===== src/sv/sqpc_pkg.sv =====
// Shared constants, phase codes and arctangent table for the square waypoint controller.
`timescale 1ns / 1ps

package sqpc_pkg;

    localparam logic [1:0] PH_TURN    = 2'd0;
    localparam logic [1:0] PH_DRIVE   = 2'd1;
    localparam logic [1:0] PH_ADVANCE = 2'd2;

    localparam logic [2:0] REG_SPEED_LIMIT  = 3'd0;
    localparam logic [2:0] REG_LINEAR_GAIN  = 3'd1;
    localparam logic [2:0] REG_HEADING_GAIN = 3'd2;
    localparam logic [2:0] REG_TURN_GAIN    = 3'd3;
    localparam logic [2:0] REG_DIST_TOL     = 3'd4;
    localparam logic [2:0] REG_HEADING_TOL  = 3'd5;
    localparam logic [2:0] REG_TURN_TOL     = 3'd6;
    localparam logic [2:0] REG_SIDE_LENGTH  = 3'd7;

    localparam logic signed [18:0] PI_Q13      = 19'sd25736;
    localparam logic signed [18:0] TWO_PI_Q13  = 19'sd51472;
    localparam logic signed [17:0] HALF_PI_Q13 = 18'sd12868;
    localparam logic signed [35:0] PI_Q30      = 36'sd3373259426;
    localparam logic [17:0]        VEL_MAX     = 18'd131072;

    function automatic logic [30:0] atan_q30(input logic [4:0] idx);
        logic [30:0] v;
        unique case (idx)
            5'd0:  v = 31'd843314856;
            5'd1:  v = 31'd497837829;
            5'd2:  v = 31'd263043836;
            5'd3:  v = 31'd133525158;
            5'd4:  v = 31'd67021686;
            5'd5:  v = 31'd33543515;
            5'd6:  v = 31'd16775850;
            5'd7:  v = 31'd8388437;
            5'd8:  v = 31'd4194282;
            5'd9:  v = 31'd2097149;
            5'd10: v = 31'd1048575;
            5'd11: v = 31'd524287;
            5'd12: v = 31'd262143;
            5'd13: v = 31'd131071;
            5'd14: v = 31'd65535;
            5'd15: v = 31'd32767;
            5'd16: v = 31'd16383;
            5'd17: v = 31'd8191;
            5'd18: v = 31'd4095;
            5'd19: v = 31'd2047;
            5'd20: v = 31'd1023;
            5'd21: v = 31'd511;
            5'd22: v = 31'd255;
            5'd23: v = 31'd127;
            default: v = 31'd0;
        endcase
        return v;
    endfunction

endpackage


===== src/sv/sqpc_cordic.sv =====
// Iterative vectoring CORDIC giving atan2 in Q5.13 radians.
`timescale 1ns / 1ps

module sqpc_cordic
#(
    parameter int CORDIC_STEPS = 16
)
(
    input  logic               clk,
    input  logic               rst_n,
    input  logic               start,
    input  logic signed [32:0] x_in,
    input  logic signed [32:0] y_in,
    output logic               done,
    output logic signed [17:0] angle
);

    localparam int CW = (CORDIC_STEPS > 1) ? $clog2(CORDIC_STEPS) : 1;

    logic               busy_reg;
    logic               done_reg;
    logic [CW-1:0]      step_reg;
    logic signed [35:0] x_reg;
    logic signed [35:0] y_reg;
    logic signed [35:0] z_reg;
    logic signed [35:0] xs;
    logic signed [35:0] ys;
    logic signed [35:0] rot;
    logic signed [35:0] z_round;

    assign xs  = x_reg >>> step_reg;
    assign ys  = y_reg >>> step_reg;
    assign rot = $signed({5'b0, sqpc_pkg::atan_q30(5'(step_reg))});

    always_ff @(posedge clk or negedge rst_n)
    begin
        if (!rst_n)
        begin
            busy_reg <= 1'b0;
            done_reg <= 1'b0;
            step_reg <= '0;
        end
        else
        begin
            done_reg <= 1'b0;
            if (start)
            begin
                busy_reg <= 1'b1;
                step_reg <= '0;
            end
            else if (busy_reg)
            begin
                if (step_reg == CW'(CORDIC_STEPS - 1))
                begin
                    busy_reg <= 1'b0;
                    done_reg <= 1'b1;
                end
                else
                begin
                    step_reg <= step_reg + 1'b1;
                end
            end
        end
    end

    always_ff @(posedge clk)
    begin
        if (start)
        begin
            if (x_in < 0)
            begin
                x_reg <= -36'(x_in);
                y_reg <= -36'(y_in);
                z_reg <= (y_in >= 0) ? sqpc_pkg::PI_Q30 : -sqpc_pkg::PI_Q30;
            end
            else
            begin
                x_reg <= 36'(x_in);
                y_reg <= 36'(y_in);
                z_reg <= '0;
            end
        end
        else if (busy_reg)
        begin
            if (y_reg > 0)
            begin
                x_reg <= x_reg + ys;
                y_reg <= y_reg - xs;
                z_reg <= z_reg + rot;
            end
            else
            begin
                x_reg <= x_reg - ys;
                y_reg <= y_reg + xs;
                z_reg <= z_reg - rot;
            end
        end
    end

    assign z_round = (z_reg + 36'sd65536) >>> 17;
    assign done    = done_reg;
    assign angle   = 18'(z_round);

endmodule


===== config.mk =====
export PLATFORM = sky130hd
export DESIGN_NAME = sqpc_cordic
export DESIGN_NICKNAME = d
export VERILOG_FILES = /design/src/sv/sqpc_pkg.sv /design/src/sv/sqpc_cordic.sv
export SDC_FILE = /design/constraint.sdc
export NUM_CORES = 1
export LEC_CHECK = 0
export BUFFER_PORTS_ARGS = -buffer_cell sky130_fd_sc_hd__buf_2
export CAP_MARGIN = 15
export CELL_PAD_IN_SITES_DETAIL_PLACEMENT = 1
export CELL_PAD_IN_SITES_GLOBAL_PLACEMENT = 2
export CORE_MARGIN = 1
export CORE_UTILIZATION = 32
export CTS_BUF_LIST = sky130_fd_sc_hd__clkbuf_8
export DETAILED_ROUTE_END_ITERATION = 10
export PLACE_DENSITY = 0.81
export SKIP_LAST_GASP = 1
export SLEW_MARGIN = 10
export SYNTH_ARGS = -nofsm -noshare
export SYNTH_HDL_FRONTEND = slang
export SYNTH_SLANG_ARGS = --single-unit

===== constraint.sdc =====
create_clock -name clk -period 6 [get_ports clk]
set_clock_uncertainty 0.1 [all_clocks]
set_input_delay 1.2 -clock clk [delete_from_list [all_inputs] [get_ports clk]]
set_output_delay 1.2 -clock clk [all_outputs]
set_load 0.05 [all_outputs]

== After elaboration in Yosys (flattened, before gate mapping) ==
Memory sizes are Yosys's and may differ from the RTL's.
Index checks and enable logic that the tools add are counted.

* $add $sub $neg: 10
* Multiply operators: 0
* Div/mod/pow operators: 0
* Order comparisons: 3
* Equality and inequality tests: 2
* Shift-type cells: 2
* Muxes and demuxes: 22
* Bitwise gates (word level): 0
* Reductions and logical operators: 2

{| class="wikitable"
|+ Operators by type and width
! operator !! number
|-
| $mux 36 || 13
|-
| $add 36x36->36 || 2
|-
| $neg 33->36 || 2
|-
| $sshr 36x4->36 || 2
|-
| $sub 36x36->36 || 2
|-
| $add 36x32->36 || 1
|-
| $gt 36x1->1 const B || 1
|-
| $sub 36x32->36 || 1
|-
| $add 35x18->35 const B || 1
|-
| $ge 33x1->1 const B || 1
|-
| $lt 33x1->1 const B || 1
|-
| $mux 4 || 3
|-
| $mux 1 || 6
|-
| $add 4x1->4 const B || 1
|-
| $eq 4x4->1 const B || 1
|-
| $ne 2x2->1 const B || 1
|-
| $reduce_and 2->1 || 1
|-
| $reduce_bool 2->1 || 1
|}

* Register bits after elaboration: 114
* Bits in latches: 0
* Bits in writable memories: 0
* Memory bits (read-only): 480
* Input bits: 69
* Output and inout port bits: 19
* Memories kept: 1

{| class="wikitable"
|+ Memories
! memory !! depth !! width !! read ports !! clocked after Yosys merged registers in !! wr ports !! line !! RTL
|-
| (name not given) || 16 || 30 || 1 || 0 || 0 || sqpc_pkg.sv:27 || <nowiki>unique case (idx)</nowiki>
|}

== Logic depth before layout (Yosys ltp) ==
Gate-level depths: netlist of the first run.

* Word-level depth: 5
* Mapped depth: 26
* Mapped depth without buffers: 21

== Worst setup path after synthesis of the first run ==
No wires, ideal clock.

* Kind: reg2reg
* Start point: reg step_reg[0]
* End point: reg x_reg[34] (data pin)
* Setup time: 260 ps
* Arrival: 5231 ps
* Data required time: 5640 ps
* Path slack: 409 ps
* Stages on the path, launching flop included: 23
* Period minus slack after synthesis: 5591 ps
* Cells stage by stage: dfrtp_1 > buf_6 > buf_8 > buf_6 > mux4_2 > mux2_2 > mux2i_1 > o2111ai_2 > nor3b_4 > nand2_1 > o21ai_0 > xnor2_1 > ha_1 > a21o_1 > a21oi_1 > o21ai_0 > a41oi_1 > nor3b_1 > a21oi_1 > a221oi_1 > o21ai_0 > o31ai_1 > mux2_2

* Cells in the longest elaborated chain, start to end: 5
* Elaborated cells between the ends (all ways): 6

{| class="wikitable"
|+ RTL lines
! what !! line !! RTL
|-
| from (decl) || sqpc_cordic.sv:22 || <nowiki>logic [CW-1:0] step_reg;</nowiki>
|-
| from (signal assigned) || sqpc_cordic.sv:60 || <nowiki>step_reg <= step_reg + 1'b1;</nowiki>
|-
| $sshr 36x4->36 (*) || sqpc_cordic.sv:32 || <nowiki>assign ys = y_reg >>> step_reg;</nowiki>
|-
| $sub 36x36->36 / $add 36x36->36 (equally long branches) || sqpc_cordic.sv:93, sqpc_cordic.sv:87 ||
|-
| $mux 36 (*) || sqpc_cordic.sv:85 || <nowiki>if (y_reg > 0)</nowiki>
|-
| $mux 36 (*) || sqpc_cordic.sv:83 || <nowiki>else if (busy_reg)</nowiki>
|-
| $mux 36 (*) || sqpc_cordic.sv:68 || <nowiki>if (start)</nowiki>
|-
| to (signal assigned) || sqpc_cordic.sv:72 || <nowiki>x_reg <= -36'(x_in);</nowiki>
|-
| to (signal assigned) || sqpc_cordic.sv:87 || <nowiki>x_reg <= x_reg + ys;</nowiki>
|-
| to (signal assigned) || sqpc_cordic.sv:93 || <nowiki>x_reg <= x_reg - ys;</nowiki>
|-
| to (decl) || sqpc_cordic.sv:23 || <nowiki>logic signed [35:0] x_reg;</nowiki>
|}

Mark *: on every way between the ends. The rest lies on a longest branch, timed or not. The select of a mux whose other input is x is not followed.
A chain may end at the register's enable or synchronous reset.

== Final worst setup path of the first run ==
* Start point: reg step_reg[1]
* End point: reg y_reg[35] (data pin)

* Cells in the longest elaborated chain, start to end: 5
* Elaborated cells between the ends (all ways): 6

{| class="wikitable"
|+ RTL lines
! what !! line !! RTL
|-
| $sshr 36x4->36 (*) || sqpc_cordic.sv:31 || <nowiki>assign xs = x_reg >>> step_reg;</nowiki>
|-
| $add 36x36->36 / $sub 36x36->36 (equally long branches) || sqpc_cordic.sv:94, sqpc_cordic.sv:88 ||
|-
| $mux 36 (*) || sqpc_cordic.sv:85 ||
|-
| $mux 36 (*) || sqpc_cordic.sv:83 ||
|-
| $mux 36 (*) || sqpc_cordic.sv:68 ||
|-
| to (signal assigned) || sqpc_cordic.sv:73 || <nowiki>y_reg <= -36'(y_in);</nowiki>
|-
| to (signal assigned) || sqpc_cordic.sv:88 || <nowiki>y_reg <= y_reg - xs;</nowiki>
|-
| to (signal assigned) || sqpc_cordic.sv:94 || <nowiki>y_reg <= y_reg + xs;</nowiki>
|-
| to (decl) || sqpc_cordic.sv:24 || <nowiki>logic signed [35:0] y_reg;</nowiki>
|}

Marked as above.

==> results of run 1 <==
worst reg2reg max path, stage by stage (launching register included):
cell and delay, ns:
dfrtp_4 0.55, mux2_1 0.36, mux4_2 0.54, a222oi_1 0.47, buf_4 0.20, nand2b_1 0.09, or3b_4 0.45, nor3_4 0.32
a21oi_2 0.11, xnor2_1 0.15, ha_1 0.34, buf_4 0.16, a21oi_1 0.18, o21ai_0 0.17, a22o_1 0.23, a221oi_2 0.30
o2111ai_1 0.15, o211ai_1 0.15, o21ai_1 0.13, a31oi_1 0.24, xnor2_1 0.15, a21oi_1 0.08
layout make-up:
class,count,area [um^2]
sequential,113,3370
multi-input combinational,1807,13500
clock buffer,19,262
tap,696,871
timing repair buffer,275,1950
clock inverter,13,148
fill,6435,33600
inverter,62,235
logic make-up after synthesis:
group                      after synthesis  share of synthesized area [%]
xor gates and xnor gates               252                           12.6
and+or+nand+nor                        652                           18.0
muxes                                  178                           15.5
DFF                                    113                           19.3
buffers and inverters                  163                           3.92
AOI/OAI and AO/OA                      601                           21.6
adders and majority gates              124                           9.01
routing by layer:
| metal | wire, um | GRT usage, % | up-vias |
|---|---|---|---|
| met5 | 0 | 0 | - |
| met4 | 1460 | 6.95 | 0 |
| met3 | 2160 | 2.97 | 87 |
| met2 | 32000 | 40.4 | 338 |
| met1 | 27500 | 28.0 | 8543 |
| li1 | - | - | 8188 |
what timing repair did:
action                                 in CTS  in global routing
setup buffers                               2                 11
pin swaps                                   0                 11
gates resized for setup                     2                 34
setup endpoints to repair                   5                 23
endpoints found under the hold margin       0                  0
worst paths after layout:
| kind | startpoint | endpoint |
|---|---|---|
| max | step_reg[1] | y_reg[35] |
| min | rst_n | step_reg[0] |
| max reg2reg | step_reg[1] | y_reg[35] |
| min reg2reg | busy_reg | done |
| max in group asynchronous | rst_n | step_reg[1] |
| min in group clk | busy_reg | done |
placed cells by master, fill, tap and decap left out, drive strengths merged, types with 40 or more instances in the layout:
| cell type | n |
|---|---|
| a21o | 48 |
| a21oi | 169 |
| buf | 275 |
| edfxtp | 107 |
| ha | 121 |
| inv | 64 |
| mux2 | 41 |
| mux2i | 67 |
| mux4 | 70 |
| nand2 | 214 |
| nand3 | 46 |
| nor2 | 161 |
| nor3 | 45 |
| o21ai | 175 |
| o31ai | 40 |
| xnor2 | 160 |
| xor2 | 92 |
through the flow:
stage	worst slack [ns]	area, um^2
5_1_grt	-0.105	20400
2_1_floorplan	0.409	17500
4_1_cts	0.0252	20200
3_3_place_gp	0.0290	19700
3_5_place_dp	-0.0195	19700
6_report	0.121	20400
==> reports/results.tsv, run 1 <==
stage	metric	value	unit
logic_synthesis	cell taking the most area after synthesis	edfxtp_1	
critical_path	WP depth	21	
critical_path	Max stage delay on crit path	0.55	ns
logic_synthesis	Async S/R FF share, synth	5.31	%
clock_network	Skew-Pair Late Insertion Delay	0.57	ns
route	via count	17200	
sta	Final Hold Fails	0	
route	via-per-instance ratio	5.75	
critical_path	CP startpoint kind	flip-flop	
logic_synthesis	Yosys warning count	0	
sta	Final setup viols	0	
clock_network	TritonCTS Sinks	113	
place	dpl hpwl	50100	um
die	starting density of the core	32.4	%
die	die area	55500	um^2
sta	Sum Neg Setup Slack	0	ns
clock_network	Num CTS Buffers	17	
die	Site Rows	85	
logic_synthesis	top cell type's share of synthesized area	18.4	%
critical_path	Critical path buffers and inverters	2	
clock_network	CTS clk-pin slew, worst paths	0.09	ns
logic_synthesis	synthesized net count	2276	
sta	Fin Hold WS	0.374	ns
critical_path	Worst EP required	6.20	ns
logic_synthesis	Cell variety after synth	95	
sta	RSZ-0062 raised after global routing	true	
cells_and_area	Layout Nets	2469	
logic_synthesis	Seq/Total Area, Yosys	19.3	%
global_routing	largest net degree at the start of global routing	65	
sta	relative slew slack	43.6	%
route	drt wl/cell	21.1	um
critical_path	Worst R2R Path Depth	21	
cells_and_area	antenna fix cells	0	
place	PortBufs	87	
sta	final worst path period share	98.0	%
logic_synthesis	synthesized area per cell	8.39	um^2
flow_run	MaxCap Viol Count	0	
cells_and_area	Post-Route Utilization	37.7	%
clock_network	clk root buf	clkbuf_8	
logic_synthesis	dominant synthesized flop cell	edfxtp_1	
route	WL final	63000	um
route	First-pass DRT Iterations	5	
global_routing	GRT overflow	0	
clock_network	H-tree depth	4	
clock_network	CTS tree	yes	
logic_synthesis	Post-synth EDFFs	107	
critical_path	Setup CP Type	reg -> reg	
global_routing	Overall Global Routing Usage	22.6	%
die	Die Ht	236	um
global_routing	initial antenna violation count	0	
critical_path	CP cell instances	mux2_1 > mux4_2 > a222oi_1 > buf_4 > nand2b_1 > or3b_4 > nor3_4 > a21oi_2 > xnor2_1 > ha_1 > buf_4 > a21oi_1 > o21ai_0 > a22o_1 > a221oi_2 > o2111ai_1 > o211ai_1 > o21ai_1 > a31oi_1 > xnor2_1 > a21oi_1	
cells_and_area	Area Overhead vs Synth	16.5	%
status	status	completed	
route	Post-route DRC	0	
sta	Pins Over Slew Limit	0	
sta	Tmin final	5.88	ns
critical_path	Worst EP arrival	6.08	ns
place	placed cells	2940	
global_routing	vias in the first global route	17700	
critical_path	CP Capture Type	flip-flop	
route	Initial DRC Count	1193	
route	DRT antenna net count	0	
die	core area	53900	um^2
logic_synthesis	synth cell count leaders	nand2_1, o21ai_0, a21oi_1	
clock_network	hold_buf cts	0	
die	Die X-Extent	236	um
sta	fmax	0.170	GHz
worst_hold_path	Worst Hold Class	in -> async	
sta	worst slew pin tran	0.845	ns
logic_synthesis	Yosys reg bits	113	
global_routing	first-pass GRT wire length	99700	um
cells_and_area	share of cells above drive strength 1	21.1	%
clock_network	Longest Clk Path Bufs	2	
logic_synthesis	Netlist Area Pre-Place	17500	um^2
critical_path	crit-path leading delay family	compound AO/OA/AOI/OAI gates	
logic_synthesis	most common cell in the netlist	nand2_1	
critical_path	Max FO, Critical Path	7	
die	Ports	88	
critical_path	Critical Path Slowest Stage Cell	dfrtp_4	
logic_synthesis	Synth Instances	2083	
cells_and_area	Finished Layout Cells	2985	
critical_path	r2r setup slk	0.12	ns
logic_synthesis	top cells by area, synth	edfxtp_1, mux4_2, ha_1	
place	GPL Wtd Cong	0.961	
Power of run 1 is not shown: default switching activity piles up to over one toggle a cycle in this logic, so the estimate is an artifact.
==> run 2, diff against run 1 <==
Settings changed: ABC_AREA set to 1, CTS_CLUSTER_SIZE set to 25, PLACE_DENSITY 0.81 to 0.9.
==> run 2 against run 1 <==
  * First-iteration DRC count increased by 11%
  * Non-clock buffer count decreased by 158
  * Register-to-register slack better by 0.43 ns
  * Design area shrank 1.6%
  * Flip-flop and latch count stayed put
  * Critical path type unchanged
  * Highest routed layer unchanged
==> reports/results.tsv, run 2 <==
stage	metric	value	unit
die	die area	58600	um^2
route	DRT antenna net count	0	
sta	Pins Over Slew Limit	0	
worst_hold_path	Worst Hold Class	in -> async	
logic_synthesis	Simple-Gate Fraction of Synth Area	39.2	%
clock_network	CTS tree	yes	
clock_network	Num CTS Buffers	17	
die	core area	56700	um^2
cells_and_area	Layout Nets	3313	
cells_and_area	Filler cells	7641	
logic_synthesis	mux cell area share after synthesis	0.0542	%
route	via count	20800	
global_routing	GRT overflow	0	
die	Site Rows	87	
place	GPL Wtd Cong	0.890	
route	Post-route DRC	0	
logic_synthesis	Cell variety after synth	64	
logic_synthesis	Async S/R FF share, synth	5.31	%
global_routing	largest net degree at the start of global routing	86	
die	Ports	88	
global_routing	initial antenna violation count	1	
route	via-per-instance ratio	5.35	
sta	Final Hold Fails	0	
sta	final worst path period share	90.9	%
logic_synthesis	Post-synth EDFFs	107	
clock_network	H-tree depth	4	
sta	relative slew slack	35.1	%
clock_network	CTS clk-pin slew, worst paths	0.09	ns
critical_path	Worst EP required	6.22	ns
place	PortBufs	87	
logic_synthesis	Synth Instances	3092	
global_routing	vias in the first global route	21000	
cells_and_area	Area Overhead vs Synth	8.52	%
critical_path	Setup CP Type	reg -> reg	
clock_network	Longest Clk Path Bufs	2	
cells_and_area	share of cells above drive strength 1	6.58	%
clock_network	TritonCTS Sinks	113	
status	status	completed	
sta	Final setup viols	0	
critical_path	CP startpoint kind	flip-flop	
critical_path	CP Capture Type	flip-flop	
cells_and_area	footprint of the multi-input gates	13500	um^2
place	dpl hpwl	56300	um
logic_synthesis	top cells by area, synth	nand2_1, edfxtp_1, nand3_1	
logic_synthesis	cell taking the most area after synthesis	nand2_1	
logic_synthesis	XOR/XNOR Fraction of Synth Area	6.55	%
sta	Sum Neg Setup Slack	0	ns
logic_synthesis	top cell type's share of synthesized area	17.8	%
critical_path	Worst EP arrival	5.67	ns
critical_path	Max FO, Critical Path	73	
sta	RSZ-0062 raised after global routing	false	
logic_synthesis	largest family of logic cells by synthesized area	simple AND/OR/NAND/NOR gates	
logic_synthesis	Seq/Total Area, Yosys	18.2	%
logic_synthesis	synthesized area per cell	5.97	um^2
sta	fmax	0.183	GHz
logic_synthesis	post-synthesis compound-gate area fraction	18.5	%
die	starting density of the core	32.5	%
clock_network	Skew-Pair Late Insertion Delay	0.57	ns
cells_and_area	most frequent cells in the layout	nand2_1, nand3_1, nor2_1, inv_1, a21oi_1	
logic_synthesis	Yosys reg bits	113	
die	Die X-Extent	242	um
global_routing	first-pass GRT wire length	113000	um
clock_network	clk root buf	clkbuf_8	
logic_synthesis	synthesized net count	3285	
global_routing	Overall Global Routing Usage	23.9	%
route	WL final	69500	um
logic_synthesis	Adder-Cell Fraction of Synth Area	8.53	%
sta	worst slew pin tran	0.974	ns
route	Initial DRC Count	1322	
logic_synthesis	synth cell count leaders	nand2_1, nand3_1, nor2_1	
route	First-pass DRT Iterations	6	
logic_synthesis	Netlist Area Pre-Place	18500	um^2
sta	Tmin final	5.45	ns
logic_synthesis	Yosys warning count	0	
route	drt wl/cell	17.9	um
die	Die Ht	242	um
logic_synthesis	dominant synthesized flop cell	edfxtp_1	
logic_synthesis	most common cell in the netlist	nand2_1	
flow_run	MaxCap Viol Count	0	
cells_and_area	most common cell after layout, fill and taps aside	nand2_1	
cells_and_area	Seq. cell area	3370	um^2
run 2: cell types whose count changed in the layout (fill, tap and decap cells not counted), sizes merged, moves of 63 or more:
cell   delta
nand3   +333
nor2    +176
mux4     -70
inv     +228
xnor2   -112
o21ai    +63
nand2   +662
buf     -158
mux2i    -66
run 2: worst max-delay path: stages, from the launching register on:
cell,delay (ns)
dfrtp_2,0.38
buf_4,0.63
nand3_1,0.23
nand3_1,0.16
nand2_1,0.07
nand2_1,0.06
nand3_1,0.14
inv_1,0.09
ha_1,0.15
inv_1,0.05
nor2_2,0.17
nand2_2,0.13
nor2_4,0.13
inv_2,0.06
o21ai_1,0.19
o21ai_1,0.11
xnor2_1,0.15
ha_1,0.37
nand2_1,0.12
nor2_1,0.15
nand2_1,0.12
o21ai_0,0.53
a21oi_1,0.21
o21ai_0,0.33
a21oi_1,0.11
o21ai_0,0.10
o21ai_0,0.09
run 2: final cells by class:
type / count / area share [%]
multi-input cells: 2579 / 67.2
flip-flops and latches: 113 / 16.8
inverters: 292 / 5.49
well taps: 756 / 4.72
repair buffers: 117 / 3.44
clock buffers: 17 / 1.17
clock inverters: 15 / 1.11
diodes: 1 / 0.0125
run 2: kinds of logic (layout without fill, tap and decap cells):
family	after synthesis	after routing
xor+xnor	138	138
other cells	0	1
mux	1	1
flops	113	113
buf+inv	400	441
simple gates	1710	1710
compound gates	606	606
fa+ha+maj	124	124
run 2: what timing repair did:
item                       4_1_cts  5_1_grt
setup endpoints to repair        0        1
hold buffers                     0        0
gates resized for setup          0        2
setup buffers                    0        0
run 2: per-stage QoR:
stage               std cells  instance area (um^2)  worst slack (ns)  utilization (%)  hold WS [ns]
floorplan                3092                 18500             0.997                -         0.379
global placement         3857                 19600             0.607             34.5         0.510
detailed placement       3857                 19600             0.578             34.5         0.507
CTS                      3889                 20000             0.558             35.3         0.317
global route             3890                 20000            0.0154             35.3         0.364
finish                   3890                 20000             0.548             35.3         0.361
run 2: final timing paths:
path,from,to,slack (ns),cells past startpoint
min reg2reg,busy_reg,done,0.50,2
max reg2reg,step_reg[1],y_reg[31],0.55,26
max in group asynchronous,rst_n,step_reg[3],5.23,1
min in group clk,busy_reg,done,0.50,2
min,rst_n,done,0.36,1
max,step_reg[1],y_reg[31],0.55,26
run 2: layer usage:
| metal | global-route usage [%] | vias up | part of all wire (%) |
|---|---|---|---|
| met2 | 41.0 | 346 | 48 |
| met5 | 0 | - | 0 |
| met1 | 31.5 | 9879 | 47 |
| li1 | - | 10500 | - |
| met4 | 7.80 | 0 | 2.4 |
| met3 | 1.93 | 65 | 2.7 |
Power of run 2 is left out for the same reason.
