[config.mk]
export PLATFORM = sky130hd
export DESIGN_NAME = sqpc_isqrt
export DESIGN_NICKNAME = d
export VERILOG_FILES = /design/src/sv/sqpc_isqrt.sv
export SDC_FILE = /design/constraint.sdc
export NUM_CORES = 1
export LEC_CHECK = 0
export BUFFER_PORTS_ARGS = -buffer_cell sky130_fd_sc_hd__buf_2
export CELL_PAD_IN_SITES_DETAIL_PLACEMENT = 0
export CELL_PAD_IN_SITES_GLOBAL_PLACEMENT = 1
export CORE_MARGIN = 2
export CORE_UTILIZATION = 51
export DETAILED_ROUTE_END_ITERATION = 10
export GPL_TIMING_DRIVEN = 1
export PLACE_DENSITY_LB_ADDON = 0.1
export SYNTH_ARGS = -nofsm -noshare
export SYNTH_HDL_FRONTEND = slang
export SYNTH_SLANG_ARGS = --single-unit
[constraint.sdc]
create_clock -name clk -period 11.6 [get_ports clk]
set_clock_uncertainty 0.05 [all_clocks]
set_input_delay 1.16 -clock clk [delete_from_list [all_inputs] [get_ports clk]]
set_output_delay 1.16 -clock clk [all_outputs]
set_load 0.01 [all_outputs]
[src/sv/sqpc_isqrt.sv]
// Bit-pair iterative integer square root, one result bit per cycle.
`timescale 1ns / 1ps

module sqpc_isqrt
(
    input  logic        clk,
    input  logic        rst_n,
    input  logic        start,
    input  logic [63:0] radicand,
    output logic        done,
    output logic [31:0] root
);

    logic        busy_reg;
    logic        done_reg;
    logic [63:0] rem_reg;
    logic [63:0] res_reg;
    logic [63:0] bit_reg;
    logic [63:0] trial;

    assign trial = res_reg + bit_reg;

    always_ff @(posedge clk or negedge rst_n)
    begin
        if (!rst_n)
        begin
            busy_reg <= 1'b0;
            done_reg <= 1'b0;
        end
        else
        begin
            done_reg <= 1'b0;
            if (start)
            begin
                busy_reg <= 1'b1;
            end
            else if (busy_reg && bit_reg[0])
            begin
                busy_reg <= 1'b0;
                done_reg <= 1'b1;
            end
        end
    end

    always_ff @(posedge clk)
    begin
        if (start)
        begin
            rem_reg <= radicand;
            res_reg <= 64'd0;
            bit_reg <= 64'd1 << 62;
        end
        else if (busy_reg)
        begin
            if (rem_reg >= trial)
            begin
                rem_reg <= rem_reg - trial;
                res_reg <= (res_reg >> 1) + bit_reg;
            end
            else
            begin
                res_reg <= res_reg >> 1;
            end
            bit_reg <= bit_reg >> 2;
        end
    end

    assign done = done_reg;
    assign root = res_reg[31:0];

endmodule

-- After elaboration in Yosys (flattened, before gate mapping)
Index checks and enable logic that the tools add are counted.
- add/subtract/negate cells: 3
- $mul: 0
- div/mod/pow operators: 0
- magnitude comparators: 1
- equal/unequal tests: 0
- shifts and indexed selects: 0
- multiplexer cells: 8
- bitwise operators: 0
- reduce and logical (&&, ||, !) cells: 5
- operators with widths (operator ; count):
    $mux W64 ; 4
    $add A63 B63 Y64 ; 1
    $add A64 B63 Y64 ; 1
    $ge A64 B64 Y1 ; 1
    $sub A64 B64 Y64 ; 1
    $reduce_bool A2 Y1 ; 3
    $mux W1 ; 4
    $reduce_and A2 Y1 ; 1
    $logic_and A1 B1 Y1 ; 1
- flip-flop bits (word level): 162
- latch bits: 0
- memory bits (writable): 0
- bits in read-only memories: 0
- bits of input ports: 67
- logic and storage cells: 22
- memories kept: 0

-- Depth between registers and ports, before layout
Gate-level depths: netlist of run 1.
- word-level depth: 5
- gate-level depth with buffers: 28

-- Worst setup path after synthesis of run 1
No wires, ideal clock.
- kind: reg2reg
- start: reg res_reg[2]
- end: reg rem_reg[0] (enable)
- library setup time: 0.432 ns
- arrival time: 6.046 ns
- setup slack: 5.071 ns
- stages on the path, launching flop included: 24
- path buffers: 2
- period minus slack after synthesis: 6.529 ns
- cells stage by stage: dfxtp_1 > ha_1 > a31o_2 > a31oi_1 > o21ai_2 > a21oi_1 > o31ai_4 > a21oi_1 > o31ai_2 > a21o_1 > a21oi_1 > o21bai_1 > xnor2_1 > ha_1 > clkbuf_1 > nand4_1 > nor3_1 > nand4_1 > o31ai_1 > a221oi_1 > o41ai_1 > buf_2 > nand2_1 > nand2b_1
- word-level cells in the longest chain between the ends: 4
- ends and longest elaborated chain (item ; RTL line ; source):
    from (decl) ; 17 ; logic [63:0] res_reg;
    from (signal assigned) ; 58 ; res_reg <= (res_reg >> 1) + bit_reg;
    from (signal assigned) ; 62 ; res_reg <= res_reg >> 1;
    $add A64 B63 Y64 ; 21 ; assign trial = res_reg + bit_reg;
    $ge A64 B64 Y1 ; 55 ; if (rem_reg >= trial)
    $reduce_bool A2 Y1 (no line) ; -- ;
    $reduce_and A2 Y1 (no line) ; -- ;
    to (signal assigned) ; 49 ; rem_reg <= radicand;
    to (signal assigned) ; 57 ; rem_reg <= rem_reg - trial;
    to (decl) ; 16 ; logic [63:0] rem_reg;
Every way passes these cells.
A chain may end at the register's enable or synchronous reset.

-- Final worst setup path of run 1
- start: reg res_reg[2]
- end: reg rem_reg[26] (enable)
Same word-level chain as after synthesis.

==> flow_summary.ini, run 1 <==
[final_layout]
areaGrowthSynthToFinish_pct = 6.31
utilization_pct = 55.5
antenna_cells = 0
finalInstanceArea_sq_um = 16100
final_net_count = 2092
proportion_of_layout_cells_with_a_drive_suffix_above_1_pct = 9.86

[sta]
final_hold_viol_count = 0
final-max-slew-violation-count = 0
hold_ws_ns = 0.437
setup_violations = 0
grt_setup_unrepaired = no
max_freq_mhz = 141
totalNegativeSetupSlack_ns = 0
worst_relative_slew_slack_pct = 27.3
min_clock_period_post_route_ns = 7.11
post-route-period-util_pct = 61.3
timing_worst_slew_pin_value_ns = 1.06

[routing]
firstDrtPassIters = 5
drt_drc_violations_left = 0
finalWirelength_um = 42000
drt-vias-per-instance = 6.09
first_iter_violations = 1057
final_routed_wire_length_divided_by_cell_count_um = 18.3
detailroute.via_count = 14000
number_of_routed_nets_with_antenna_violations = 0

[placed_design]
placed_area_sq_um = 15500
detailed_place_hpwl_um = 31100
buffer_ports.inserted = 99
place.gp.congestion = 0.924

[grt]
global_route_wire_length_before_repair_um = 67500
grt_start_max_net_pins = 163
initial_antenna_violation_count = 1
grt_pass1_vias = 13000
gr-usage-all-layers_pct = 27.0
grt-ovfl-total = 0

[critical_path]
path_max_fanout = 64
end_kind = flip-flop
timing.critical_path.arrival_ns = 7.13
type_of_element_launching_the_critical_path = flip-flop
critical_path_required_ns = 11.62
worst-setup-path-type = flip-flop to flip-flop

[floorplan]
initial_util_pct = 52.2
design.die.area_sq_um = 31000
fp-row-count = 62
design.core.area_sq_um = 28900
chipHeight_um = 176
io_pins = 100
x_dimension_of_the_die_um = 176

[synthesis]
asyncSetResetFlopFracSynth_pct = 1.23
synth_cells = 1903
synth-seq-cells = 162
synth_cell_types = 89
yosys_warnings = 0
ys_seq_area_share_pct = 25.8
number_of_synthesized_flops_with_an_enable_pin = 64
synth.net_count = 2101
synth_area_sq_um = 15100
postSynth.topFlopCell = sky130_fd_sc_hd__dfxtp_1
synthesis.area_per_instance_sq_um = 7.93

[power_and_ir_drop]
total_leakage_power_nw = 6.56
worst_ir_drop_vdd_mv = 0.139
power-per-cell-area_nw_per_um2 = 241

[clocking]
cts_sinks = 162
clk_path_buf_depth = 2
ctsResizeCount = 0
hold_fix_buffer_count_after_cts = 0
clk_pin_slew_worst_paths_ns = 0.07
cts_max_level = 4
cts_inserted_buffers = 17
cts_post_setup_buffers_inserted = 0
root_buffer_master = sky130_fd_sc_hd__clkbuf_16
tritoncts_clock_tree = done
clk_latency_ns = 0.45

[worst_hold_path]
hold_path.class = input port to async pin

[run]
drv.max_cap_violation_count = 0

[status]
run_status = complete, no violations
synthesized netlist by cell type, types with 5 or more instances:
library cell | instances | share of area, %
sky130_fd_sc_hd__a211oi_1 | 27 | 1.3
sky130_fd_sc_hd__a21boi_0 | 11 | 0.55
sky130_fd_sc_hd__a21o_1 | 56 | 2.8
sky130_fd_sc_hd__a21oi_1 | 122 | 4.0
sky130_fd_sc_hd__a221oi_1 | 5 | 0.29
sky130_fd_sc_hd__a311oi_1 | 22 | 1.3
sky130_fd_sc_hd__a31o_2 | 10 | 0.58
sky130_fd_sc_hd__a31oi_1 | 56 | 2.3
sky130_fd_sc_hd__a41o_1 | 5 | 0.33
sky130_fd_sc_hd__and2_1 | 11 | 0.46
sky130_fd_sc_hd__and3_1 | 17 | 0.70
sky130_fd_sc_hd__and4_1 | 5 | 0.29
sky130_fd_sc_hd__buf_2 | 14 | 0.46
sky130_fd_sc_hd__buf_4 | 36 | 1.8
sky130_fd_sc_hd__clkbuf_1 | 78 | 1.9
sky130_fd_sc_hd__dfxtp_1 | 96 | 13
sky130_fd_sc_hd__edfxtp_1 | 64 | 13
sky130_fd_sc_hd__ha_1 | 130 | 11
sky130_fd_sc_hd__inv_1 | 32 | 0.80
sky130_fd_sc_hd__mux2i_1 | 38 | 2.5
sky130_fd_sc_hd__nand2_1 | 217 | 5.4
sky130_fd_sc_hd__nand2b_1 | 11 | 0.46
sky130_fd_sc_hd__nand3_1 | 23 | 0.76
sky130_fd_sc_hd__nand4_1 | 37 | 1.5
sky130_fd_sc_hd__nor2_1 | 203 | 5.0
sky130_fd_sc_hd__nor2b_1 | 32 | 1.3
sky130_fd_sc_hd__nor3_1 | 22 | 0.73
sky130_fd_sc_hd__nor4_1 | 12 | 0.50
sky130_fd_sc_hd__o211ai_1 | 8 | 0.40
sky130_fd_sc_hd__o21a_1 | 9 | 0.45
sky130_fd_sc_hd__o21ai_0 | 154 | 5.1
sky130_fd_sc_hd__o21ai_1 | 7 | 0.23
sky130_fd_sc_hd__o21ai_2 | 5 | 0.29
sky130_fd_sc_hd__o21bai_1 | 42 | 2.1
sky130_fd_sc_hd__o221ai_1 | 5 | 0.29
sky130_fd_sc_hd__o22ai_1 | 9 | 0.37
sky130_fd_sc_hd__o311ai_0 | 5 | 0.29
sky130_fd_sc_hd__o31ai_1 | 11 | 0.55
sky130_fd_sc_hd__o32ai_1 | 5 | 0.29
sky130_fd_sc_hd__or3_1 | 20 | 0.83
sky130_fd_sc_hd__xnor2_1 | 68 | 3.9
sky130_fd_sc_hd__xor2_1 | 84 | 4.9
per-layer routing:
metal / vias up / wire length (um) / part of all wire, % / global-route usage, %
met5: - / 0 / 0 / 0
met4: 0 / 957 / 2.3 / 7.89
met3: 62 / 2210 / 5.3 / 4.07
met2: 401 / 19200 / 46 / 44.0
met1: 6525 / 19600 / 47 / 37.0
li1: 6963 / - / - / -
logic make-up after synthesis:
| logic type | count (synthesis) | synth area share (%) |
|---|---|---|
| mux | 42 | 2.82 |
| fa+ha+maj | 131 | 10.9 |
| buf+inv | 165 | 5.21 |
| compound gates | 623 | 27.4 |
| flops | 162 | 25.8 |
| xor+xnor | 152 | 8.82 |
| simple gates | 628 | 19.0 |
power by group:
part           internal [mW]  switching, mW  leakage (nW)
combinational          0.901           1.48          4.82
clock                  0.307          0.252         0.278
sequential             0.821          0.121          1.47
worst max-delay path, cell delays in order (launching register included):
cell                       delay (ns)
sky130_fd_sc_hd__dfxtp_1         0.44
sky130_fd_sc_hd__ha_1            0.31
sky130_fd_sc_hd__a31o_2          0.27
sky130_fd_sc_hd__a31oi_1         0.38
sky130_fd_sc_hd__o21ai_2         0.19
sky130_fd_sc_hd__a21oi_1         0.49
sky130_fd_sc_hd__o31ai_4         0.16
sky130_fd_sc_hd__a21oi_1         0.35
sky130_fd_sc_hd__o31ai_2         0.15
sky130_fd_sc_hd__a21o_1          0.20
sky130_fd_sc_hd__a21oi_1         0.32
sky130_fd_sc_hd__o21bai_1        0.13
sky130_fd_sc_hd__xnor2_1         0.15
sky130_fd_sc_hd__ha_1            0.43
sky130_fd_sc_hd__nand4_1         0.22
sky130_fd_sc_hd__nor3_1          0.30
sky130_fd_sc_hd__nand4_1         0.19
sky130_fd_sc_hd__o31ai_1         0.26
sky130_fd_sc_hd__a221oi_1        0.11
sky130_fd_sc_hd__o41ai_2         0.09
sky130_fd_sc_hd__buf_4           0.47
sky130_fd_sc_hd__nand2_1         0.22
sky130_fd_sc_hd__nand2b_4        0.77
cell type report:
| cell class | count | area, sq um |
|---|---|---|
| sequential | 162 | 3900 |
| tap | 384 | 480 |
| multi-input combinational | 1576 | 10400 |
| timing repair buffer | 104 | 552 |
| fill | 2811 | 12900 |
| clock inverter | 13 | 110 |
| inverter | 33 | 124 |
| clock buffer | 19 | 454 |
path summary, 6_finish.rpt:
kind | startpoint | end | slack (ns) | cells after the start
worst min register to register | bit_reg[0] | done | 0.46 | 2
worst max register to register | res_reg[2] | rem_reg[26] | 4.49 | 22
max in group asynchronous | rst_n | busy_reg | 10.96 | 1
min in group clk | bit_reg[0] | done | 0.46 | 2
worst min-delay path | rst_n | done | 0.44 | 1
worst max-delay path | res_reg[2] | rem_reg[26] | 4.49 | 22
stage by stage:
| stage | instances | power [mW] | worst slack (ns) |
|---|---|---|---|
| 6_report | 2291 | 3.88 | 4.49 |
| 5_1_grt | 2291 | 4.18 | 3.99 |
| 3_3_place_gp | 2259 | 3.26 | 4.74 |
| 4_1_cts | 2291 | 3.85 | 4.56 |
| 3_5_place_dp | 2259 | 3.28 | 4.58 |
| 2_1_floorplan | 1903 | 2.75 | 5.07 |
placed cells by master, fill, tap and decap left out, types with 6 or more instances in the layout:
master / Yosys / routed
sky130_fd_sc_hd__and3_1: 17 / 17
sky130_fd_sc_hd__o21ai_0: 154 / 154
sky130_fd_sc_hd__a31oi_1: 56 / 56
sky130_fd_sc_hd__mux2i_1: 38 / 38
sky130_fd_sc_hd__a21oi_1: 122 / 122
sky130_fd_sc_hd__ha_1: 130 / 130
sky130_fd_sc_hd__buf_2: 14 / 98
sky130_fd_sc_hd__a21boi_0: 11 / 11
sky130_fd_sc_hd__o21a_1: 9 / 9
sky130_fd_sc_hd__a21o_1: 56 / 56
sky130_fd_sc_hd__nor2_1: 203 / 203
sky130_fd_sc_hd__a311oi_1: 22 / 22
sky130_fd_sc_hd__clkinv_2: 0 / 6
sky130_fd_sc_hd__nor2b_1: 32 / 32
sky130_fd_sc_hd__o21bai_1: 42 / 42
sky130_fd_sc_hd__o21ai_1: 7 / 7
sky130_fd_sc_hd__o211ai_1: 8 / 8
sky130_fd_sc_hd__dfxtp_1: 96 / 96
sky130_fd_sc_hd__nand2_1: 217 / 217
sky130_fd_sc_hd__or3_1: 20 / 20
sky130_fd_sc_hd__nand4_1: 37 / 37
sky130_fd_sc_hd__nand3_1: 23 / 23
sky130_fd_sc_hd__nor3_1: 22 / 22
sky130_fd_sc_hd__o31ai_1: 11 / 11
sky130_fd_sc_hd__nand2b_1: 11 / 10
sky130_fd_sc_hd__inv_1: 32 / 32
sky130_fd_sc_hd__a211oi_1: 27 / 27
sky130_fd_sc_hd__edfxtp_1: 64 / 64
sky130_fd_sc_hd__nor4_1: 12 / 12
sky130_fd_sc_hd__xnor2_1: 68 / 68
sky130_fd_sc_hd__clkbuf_16: 0 / 18
sky130_fd_sc_hd__and2_1: 11 / 11
sky130_fd_sc_hd__xor2_1: 84 / 84
sky130_fd_sc_hd__o22ai_1: 9 / 9
sky130_fd_sc_hd__a31o_2: 10 / 10
Power figures use the tool's default switching activity.
==> run 2: changes to the inputs <==
--- a/config.mk
+++ b/config.mk
@@ -5,11 +5,12 @@
 export SDC_FILE = /design/constraint.sdc
 export NUM_CORES = 1
 export LEC_CHECK = 0
+export ABC_AREA = 1
 export BUFFER_PORTS_ARGS = -buffer_cell sky130_fd_sc_hd__buf_2
 export CELL_PAD_IN_SITES_DETAIL_PLACEMENT = 0
 export CELL_PAD_IN_SITES_GLOBAL_PLACEMENT = 1
 export CORE_MARGIN = 2
-export CORE_UTILIZATION = 51
+export CORE_UTILIZATION = 40
 export DETAILED_ROUTE_END_ITERATION = 10
 export GPL_TIMING_DRIVEN = 1
 export PLACE_DENSITY_LB_ADDON = 0.1
==> constraint.sdc (replaced) <==
create_clock -name clk -period 6.2 [get_ports clk]
set_clock_uncertainty 0.05 [all_clocks]
set_input_delay 0.62 -clock clk [delete_from_list [all_inputs] [get_ports clk]]
set_output_delay 0.62 -clock clk [all_outputs]
set_load 0.01 [all_outputs]
==> run 2 against run 1 <==
Compared with the run above: critical endpoint is now rem_reg[22]; combinational power grew to 2.9 times the previous value; area after synthesis is 34% higher; non-clock buffer count is 29 higher; critical path type unchanged; worst setup slack worse by 4.1 ns; sequential cell count stayed put; count of clock-buffer cells in the layout stayed put; utilization is 12 points lower; clock power is 120% higher; maximum frequency is 22% higher; largest cell class unchanged.
==> flow_summary.ini, run 2 <==
[status]
run_status = complete, no violations

[synthesis]
synthesis.area_per_instance_sq_um = 5.62
yosys.cell_count.top_type = sky130_fd_sc_hd__nand2_1
synth.top_cell.area_share_pct = 22.4
number_of_synthesized_flops_with_an_enable_pin = 64
asyncSetResetFlopFracSynth_pct = 1.23
yosys_warnings = 0
synth.top_cells.by_area = sky130_fd_sc_hd__nand2_1, sky130_fd_sc_hd__dfxtp_1, sky130_fd_sc_hd__edfxtp_1
synth.net_count = 3790
synth_cells = 3592
ys_seq_area_share_pct = 19.3
synth_area_sq_um = 20200
synth-seq-cells = 162
postSynth.topFlopCell = sky130_fd_sc_hd__dfxtp_1
synth.cells.most_frequent = sky130_fd_sc_hd__nand2_1, sky130_fd_sc_hd__inv_1, sky130_fd_sc_hd__nor2_1, sky130_fd_sc_hd__nand3_1, sky130_fd_sc_hd__a21oi_1
synth_top_area_cell = sky130_fd_sc_hd__nand2_1
synth_cell_types = 49

[critical_path]
path_max_fanout = 64
setup.reg_to_reg.worst_slack_ns = 0.38
critical_path_required_ns = 6.31
worst_r2r_path_depth = 23
end_kind = flip-flop
r2r_endpoint = rem_reg[22]
r2r-start = res_reg[22]
type_of_element_launching_the_critical_path = flip-flop
worst-setup-path-type = flip-flop to flip-flop
timing.critical_path.arrival_ns = 5.93

[final_layout]
utilization_pct = 43.6
ff_latch_area_sq_um = 3890
finalInstanceArea_sq_um = 21800
layout_commonest_cell = sky130_fd_sc_hd__nand2_1
layout_common_cells = sky130_fd_sc_hd__nand2_1, sky130_fd_sc_hd__inv_1, sky130_fd_sc_hd__nor2_1
antenna_cells = 0
layout.filler_cells = 5616
final_net_count = 3823
multiInputGateArea_sq_um = 13800
proportion_of_layout_cells_with_a_drive_suffix_above_1_pct = 5.91
areaGrowthSynthToFinish_pct = 7.77

[worst_hold_path]
worstHoldStart = radicand[7]
whs_path_depth = 3
hold-path-endpoint = rem_reg[7]
hold_path.class = input port to flip-flop

[placed_design]
place.gp.congestion = 0.961
buffer_ports.inserted = 99
placed_area_sq_um = 21100
detailed_place_hpwl_um = 71200

[power_and_ir_drop]
worst_ir_drop_vdd_mv = 0.320
clockPowerShare_pct = 11.9
power.net_switching_mw = 5.63
total_leakage_power_nw = 10.1
power-per-cell-area_nw_per_um2 = 464
sequentialPowerShare_pct = 19.9
internal_power_mw = 4.47
switching_portion_of_total_power_pct = 55.7
finalPower_mw = 10.1
power.share.combinational_pct = 68.2

[floorplan]
design.core.area_sq_um = 50000
x_dimension_of_the_die_um = 229
chipHeight_um = 229
io_pins = 100
design.die.area_sq_um = 52300
fp-row-count = 82
initial_util_pct = 40.4

[sta]
min_clock_period_post_route_ns = 5.82
grt_setup_unrepaired = no
totalNegativeSetupSlack_ns = 0
worst_relative_slew_slack_pct = 34.2
final-max-slew-violation-count = 0
timing_worst_slew_pin_value_ns = 0.988
final_hold_viol_count = 0
post-route-period-util_pct = 93.9
setup_violations = 0
max_freq_mhz = 172

[routing]
firstDrtPassIters = 6
detailroute.via_count = 23100
first_iter_violations = 2068
finalWirelength_um = 87200
number_of_routed_nets_with_antenna_violations = 0
drt_drc_violations_left = 0
final_routed_wire_length_divided_by_cell_count_um = 20.2
drt-vias-per-instance = 5.35

[grt]
grt_start_max_net_pins = 74
grt_pass1_vias = 22500
global_route_wire_length_before_repair_um = 131000
initial_antenna_violation_count = 0
gr-usage-all-layers_pct = 33.1
grt-ovfl-total = 0

[run]
drv.max_cap_violation_count = 0

[clocking]
root_buffer_master = sky130_fd_sc_hd__clkbuf_16
clk_latency_ns = 0.51
ctsResizeCount = 0
cts_inserted_buffers = 17
cts_sinks = 162
tritoncts_clock_tree = done
cts_max_level = 4
clk_pin_slew_worst_paths_ns = 0.09
clk_path_buf_depth = 2
==> run 2: cell types whose count changed after synthesis, sizes merged, moves of 38 or more <==
| cell | delta |
|---|---|
| nand2 | +996 |
| inv | +471 |
| nand3 | +279 |
| nor2 | +245 |
| a21oi | +98 |
| a31oi | -44 |
| a21o | -41 |
| mux2i | -38 |
==> run 2: metal layers <==
layer	vias up	GRT usage, %	routed length, um
met5	-	0	0
met4	0	16.9	4570
met3	181	3.62	4450
met2	766	56.3	40900
met1	10600	41.4	37300
li1	11500	-	-
==> run 2: per-stage QoR <==
step | hold slack [ns] | setup WS, ns | instances
2_1_floorplan | 0.274 | 1.14 | 3592
3_3_place_gp | 0.354 | 0.569 | 4277
3_5_place_dp | 0.363 | 0.511 | 4277
4_1_cts | 0.293 | 0.483 | 4310
5_1_grt | 0.326 | 0.0137 | 4310
6_report | 0.321 | 0.379 | 4310
==> run 2: cells by family (layout without fill, tap and decap cells) <==
| kind of cell | after synthesis | in the layout | share of synthesized area, % |
|---|---|---|---|
| AO/OA/AOI/OAI | 481 | 481 | 12.9 |
| flip-flops | 162 | 162 | 19.3 |
| XOR/XNOR | 101 | 101 | 4.38 |
| AND/OR/NAND/NOR | 2095 | 2095 | 42.6 |
| adder cells (fa/ha/maj) | 131 | 131 | 8.15 |
| buffers and inverters | 622 | 668 | 12.7 |
==> run 2: worst max-delay path, cell delays in order, from the launching register on <==
cell	delay [ns]
sky130_fd_sc_hd__dfxtp_1	0.44
sky130_fd_sc_hd__ha_1	0.43
sky130_fd_sc_hd__nand2_1	0.13
sky130_fd_sc_hd__o21ai_0	0.42
sky130_fd_sc_hd__nand2_1	0.18
sky130_fd_sc_hd__o21ai_0	0.19
sky130_fd_sc_hd__inv_1	0.09
sky130_fd_sc_hd__o21ai_0	0.48
sky130_fd_sc_hd__nand3b_1	0.32
sky130_fd_sc_hd__nand2_1	0.09
sky130_fd_sc_hd__nand2_1	0.10
sky130_fd_sc_hd__xnor2_1	0.07
sky130_fd_sc_hd__ha_1	0.39
sky130_fd_sc_hd__nand2_1	0.12
sky130_fd_sc_hd__nor2_1	0.14
sky130_fd_sc_hd__inv_1	0.08
sky130_fd_sc_hd__nor2_2	0.14
sky130_fd_sc_hd__nand2_1	0.11
sky130_fd_sc_hd__nor3_2	0.15
sky130_fd_sc_hd__nand2_2	0.11
sky130_fd_sc_hd__nand2_4	0.28
sky130_fd_sc_hd__nand2_2	0.32
sky130_fd_sc_hd__nand2_2	0.20
sky130_fd_sc_hd__buf_12	0.33
==> run 2: worst max-delay path by stage <==
stage	from	to	slack, ns	cells after the start
finish	res_reg[22]	rem_reg[22]	0.38	23
CTS	res_reg[22]	rem_reg[20]	0.48	23
global route	res_reg[22]	rem_reg[24]	0.01	23
detailed placement	res_reg[22]	rem_reg[10]	0.51	23
global placement	res_reg[20]	rem_reg[2]	0.57	20
floorplan	bit_reg[28]	rem_reg[0]	1.14	21
==> run 2: area by class of cell <==
| cell class | instances | share of cell area, % |
|---|---|---|
| multi-input cells | 2808 | 63.2 |
| flip-flops and latches | 162 | 17.9 |
| inverters | 503 | 8.67 |
| well taps | 672 | 3.86 |
| repair buffers | 133 | 3.53 |
| clock buffers | 19 | 2.13 |
| clock inverters | 13 | 0.747 |
==> run 2: power groups by stage <==
| stage | logic [mW] | registers, mW | clock network [mW] |
|---|---|---|---|
| 6_report | 6.88 | 2.01 | 1.21 |
| 2_1_floorplan | 4.99 | 1.82 | 0 |
| 3_5_place_dp | 6.76 | 2.01 | 0 |
| 4_1_cts | 6.79 | 1.99 | 1.22 |
| 3_3_place_gp | 6.72 | 2.00 | 0 |
| 5_1_grt | 7.67 | 2.04 | 1.25 |
==> run 2: timing repair <==
item	in CTS	in global routing
endpoints found under the hold margin	2	0
hold buffers	1	0
buffers inserted	0	0
==> run 3: changes to the inputs <==
--- a/config.mk
+++ b/config.mk
@@ -5,14 +5,15 @@
 export SDC_FILE = /design/constraint.sdc
 export NUM_CORES = 1
 export LEC_CHECK = 0
-export ABC_AREA = 1
+export ABC_CLOCK_PERIOD_IN_PS = 6200
 export BUFFER_PORTS_ARGS = -buffer_cell sky130_fd_sc_hd__buf_2
 export CELL_PAD_IN_SITES_DETAIL_PLACEMENT = 0
 export CELL_PAD_IN_SITES_GLOBAL_PLACEMENT = 1
 export CORE_MARGIN = 2
-export CORE_UTILIZATION = 40
+export CORE_UTILIZATION = 43
 export DETAILED_ROUTE_END_ITERATION = 10
 export GPL_TIMING_DRIVEN = 1
+export MAX_ROUTING_LAYER = met4
 export PLACE_DENSITY_LB_ADDON = 0.1
 export SYNTH_ARGS = -nofsm -noshare
 export SYNTH_HDL_FRONTEND = slang
==> run 3 against run 2 <==
Compared with the run above: design area is 23% lower; die area is 30% lower; utilization rose by 5.0 points; cell count down 44%; highest routed layer unchanged; via count shrank 39%; critical path depth grew 2; non-clock buffer count rose by 39; sequential share of layout area increased by 5.3 points; largest power group unchanged; worst setup slack got worse by 0.016 ns.
==> flow_summary.ini, run 3 (same netlist as run 1, synthesis figures left out) <==
[clocking]
clk_path_buf_depth = 2
cts_max_level = 4
cts_sinks = 162
root_buffer_master = sky130_fd_sc_hd__clkbuf_16
clk_latency_ns = 0.46
cts_post_setup_buffers_inserted = 0
cts_inserted_buffers = 17
tritoncts_clock_tree = done
clk_pin_slew_worst_paths_ns = 0.07

[critical_path]
type_of_element_launching_the_critical_path = flip-flop
setup.reg_to_reg.worst_slack_ns = 0.36
path_max_fanout = 8
cp_num_buf_inv = 3
crit_slowest_cell = sky130_fd_sc_hd__ha_1
cp_top_family = compound AO/OA/AOI/OAI gates
worst-setup-path-type = flip-flop to flip-flop
critical_path_required_ns = 6.36
timing.critical_path.arrival_ns = 5.99
critical_path.max_stage_delay_ns = 0.37
end_kind = flip-flop

[grt]
grt_pass1_vias = 13500
initial_antenna_violation_count = 0
global_route_wire_length_before_repair_um = 71600
grt-ovfl-total = 0
gr-usage-all-layers_pct = 25.4
grt_start_max_net_pins = 99

[sta]
final-max-slew-violation-count = 0
post-route-period-util_pct = 94.2
setup_violations = 0
timing_worst_slew_pin_value_ns = 1.11
grt_setup_unrepaired = yes
final_hold_viol_count = 0
max_freq_mhz = 171
min_clock_period_post_route_ns = 5.84
worst_relative_slew_slack_pct = 25.7
post-route-worst-setup-slack_ns = 0.362

[final_layout]
final_net_count = 2160
layout_common_cells = sky130_fd_sc_hd__nand2_1, sky130_fd_sc_hd__nor2_1, sky130_fd_sc_hd__o21ai_0
areaGrowthSynthToFinish_pct = 11.2
antenna_cells = 0
instances_no_fill = 2430
layout.filler_cells = 3492
utilization_pct = 48.6
layout_commonest_cell = sky130_fd_sc_hd__nand2_1
proportion_of_layout_cells_with_a_drive_suffix_above_1_pct = 13.3

[placed_design]
place.gp.congestion = 0.933
pre_cts_slack_ns = 0.278
detailed_place_hpwl_um = 34600
dp_cells = 2397
buffer_ports.inserted = 99

[power_and_ir_drop]
clockPowerShare_pct = 14.6
total_leakage_power_nw = 6.98
worst_ir_drop_vdd_mv = 0.270
internal_power_mw = 4.11
finalPower_mw = 7.70
sequentialPowerShare_pct = 22.4
power.net_switching_mw = 3.59
switching_portion_of_total_power_pct = 46.6
power-per-cell-area_nw_per_um2 = 459
power.share.combinational_pct = 63.0

[status]
run_status = complete, no violations

[floorplan]
x_dimension_of_the_die_um = 191
design.die.area_sq_um = 36600
io_pins = 100
chipHeight_um = 191
design.core.area_sq_um = 34500
initial_util_pct = 43.7
fp-row-count = 68

[routing]
met3RoutedLength_um = 2010
firstDrtPassIters = 5
drt-vias-per-instance = 5.82
drt_drc_violations_left = 0
wl_met1_um = 21100
first_iter_violations = 984
top_layer = met4
routed_met2_length_um = 21200
detailroute.via_count = 14100
number_of_routed_nets_with_antenna_violations = 0
finalWirelength_um = 45100
final_routed_wire_length_divided_by_cell_count_um = 18.6

[run]
drv.max_cap_violation_count = 0

[worst_hold_path]
hold_path.class = input port to flip-flop
## run 3: cell types whose count changed in the layout (fill, tap and decap cells not counted), moves of 38 or more
cell                      change
sky130_fd_sc_hd__a21o_1      +41
sky130_fd_sc_hd__a21oi_1     -92
sky130_fd_sc_hd__a31oi_1     +41
sky130_fd_sc_hd__inv_1      -465
sky130_fd_sc_hd__mux2i_1     +38
sky130_fd_sc_hd__nand2_1    -990
sky130_fd_sc_hd__nand3_1    -278
sky130_fd_sc_hd__nor2_1     -238
## run 3: per-layer routing
layer,vias to the layer above,GRT usage [%]
met4,0,6.09
met5,-,-
li1,7118,-
met1,6624,33.1
met3,49,3.60
met2,346,41.5
## run 3: final cells by class
cell class              count  area [sq um]  area share [%]
clock buffers              19           454            2.70
clock inverters            13           150           0.894
inverters                  33           124           0.738
multi-input cells        1576         10500            62.4
flip-flops and latches    162          3900            23.2
well taps                 455           569            3.39
repair buffers            172          1110            6.64
## run 3: what timing repair did
| action | 4_1_cts | 5_1_grt |
|---|---|---|
| endpoints found under the hold margin | 2 | 0 |
| gates resized for setup | 0 | 9 |
| hold buffers | 1 | 0 |
| endpoints found under the setup margin | 0 | 110 |
## run 3: path summary, 6_finish.rpt
check | from | endpoint | depth (start not counted)
max in group asynchronous | rst_n | busy_reg | 2
worst min-delay path | radicand[2] | rem_reg[2] | 3
worst max-delay path | bit_reg[2] | rem_reg[63] | 25
worst min register to register | bit_reg[0] | done | 2
min in group asynchronous | rst_n | busy_reg | 2
worst max register to register | bit_reg[2] | rem_reg[63] | 25
## run 3: tightest hold or removal path: stages
cell and delay (ns):
sky130_fd_sc_hd__buf_2 0.07, sky130_fd_sc_hd__nand2_1 0.04, sky130_fd_sc_hd__o21ai_0 0.05
## run 3: metrics by stage
step                instance area (sq um)  hold WS (ns)   TNS, ns
floorplan                           15100         0.274         0
global placement                    16100         0.357         0
detailed placement                  16100         0.357         0
CTS                                 16700         0.364         0
global route                        16800         0.380  -0.00712
finish                              16800         0.384         0
## run 3: power by group through the flow
stage               sequential (mW)  combinational [mW]  clock (mW)
finish                         1.72                4.85        1.13
global route                   1.76                5.37        1.19
CTS                            1.73                4.81        1.15
detailed placement             1.74                4.78           0
global placement               1.75                4.74           0
floorplan                      1.67                3.47           0
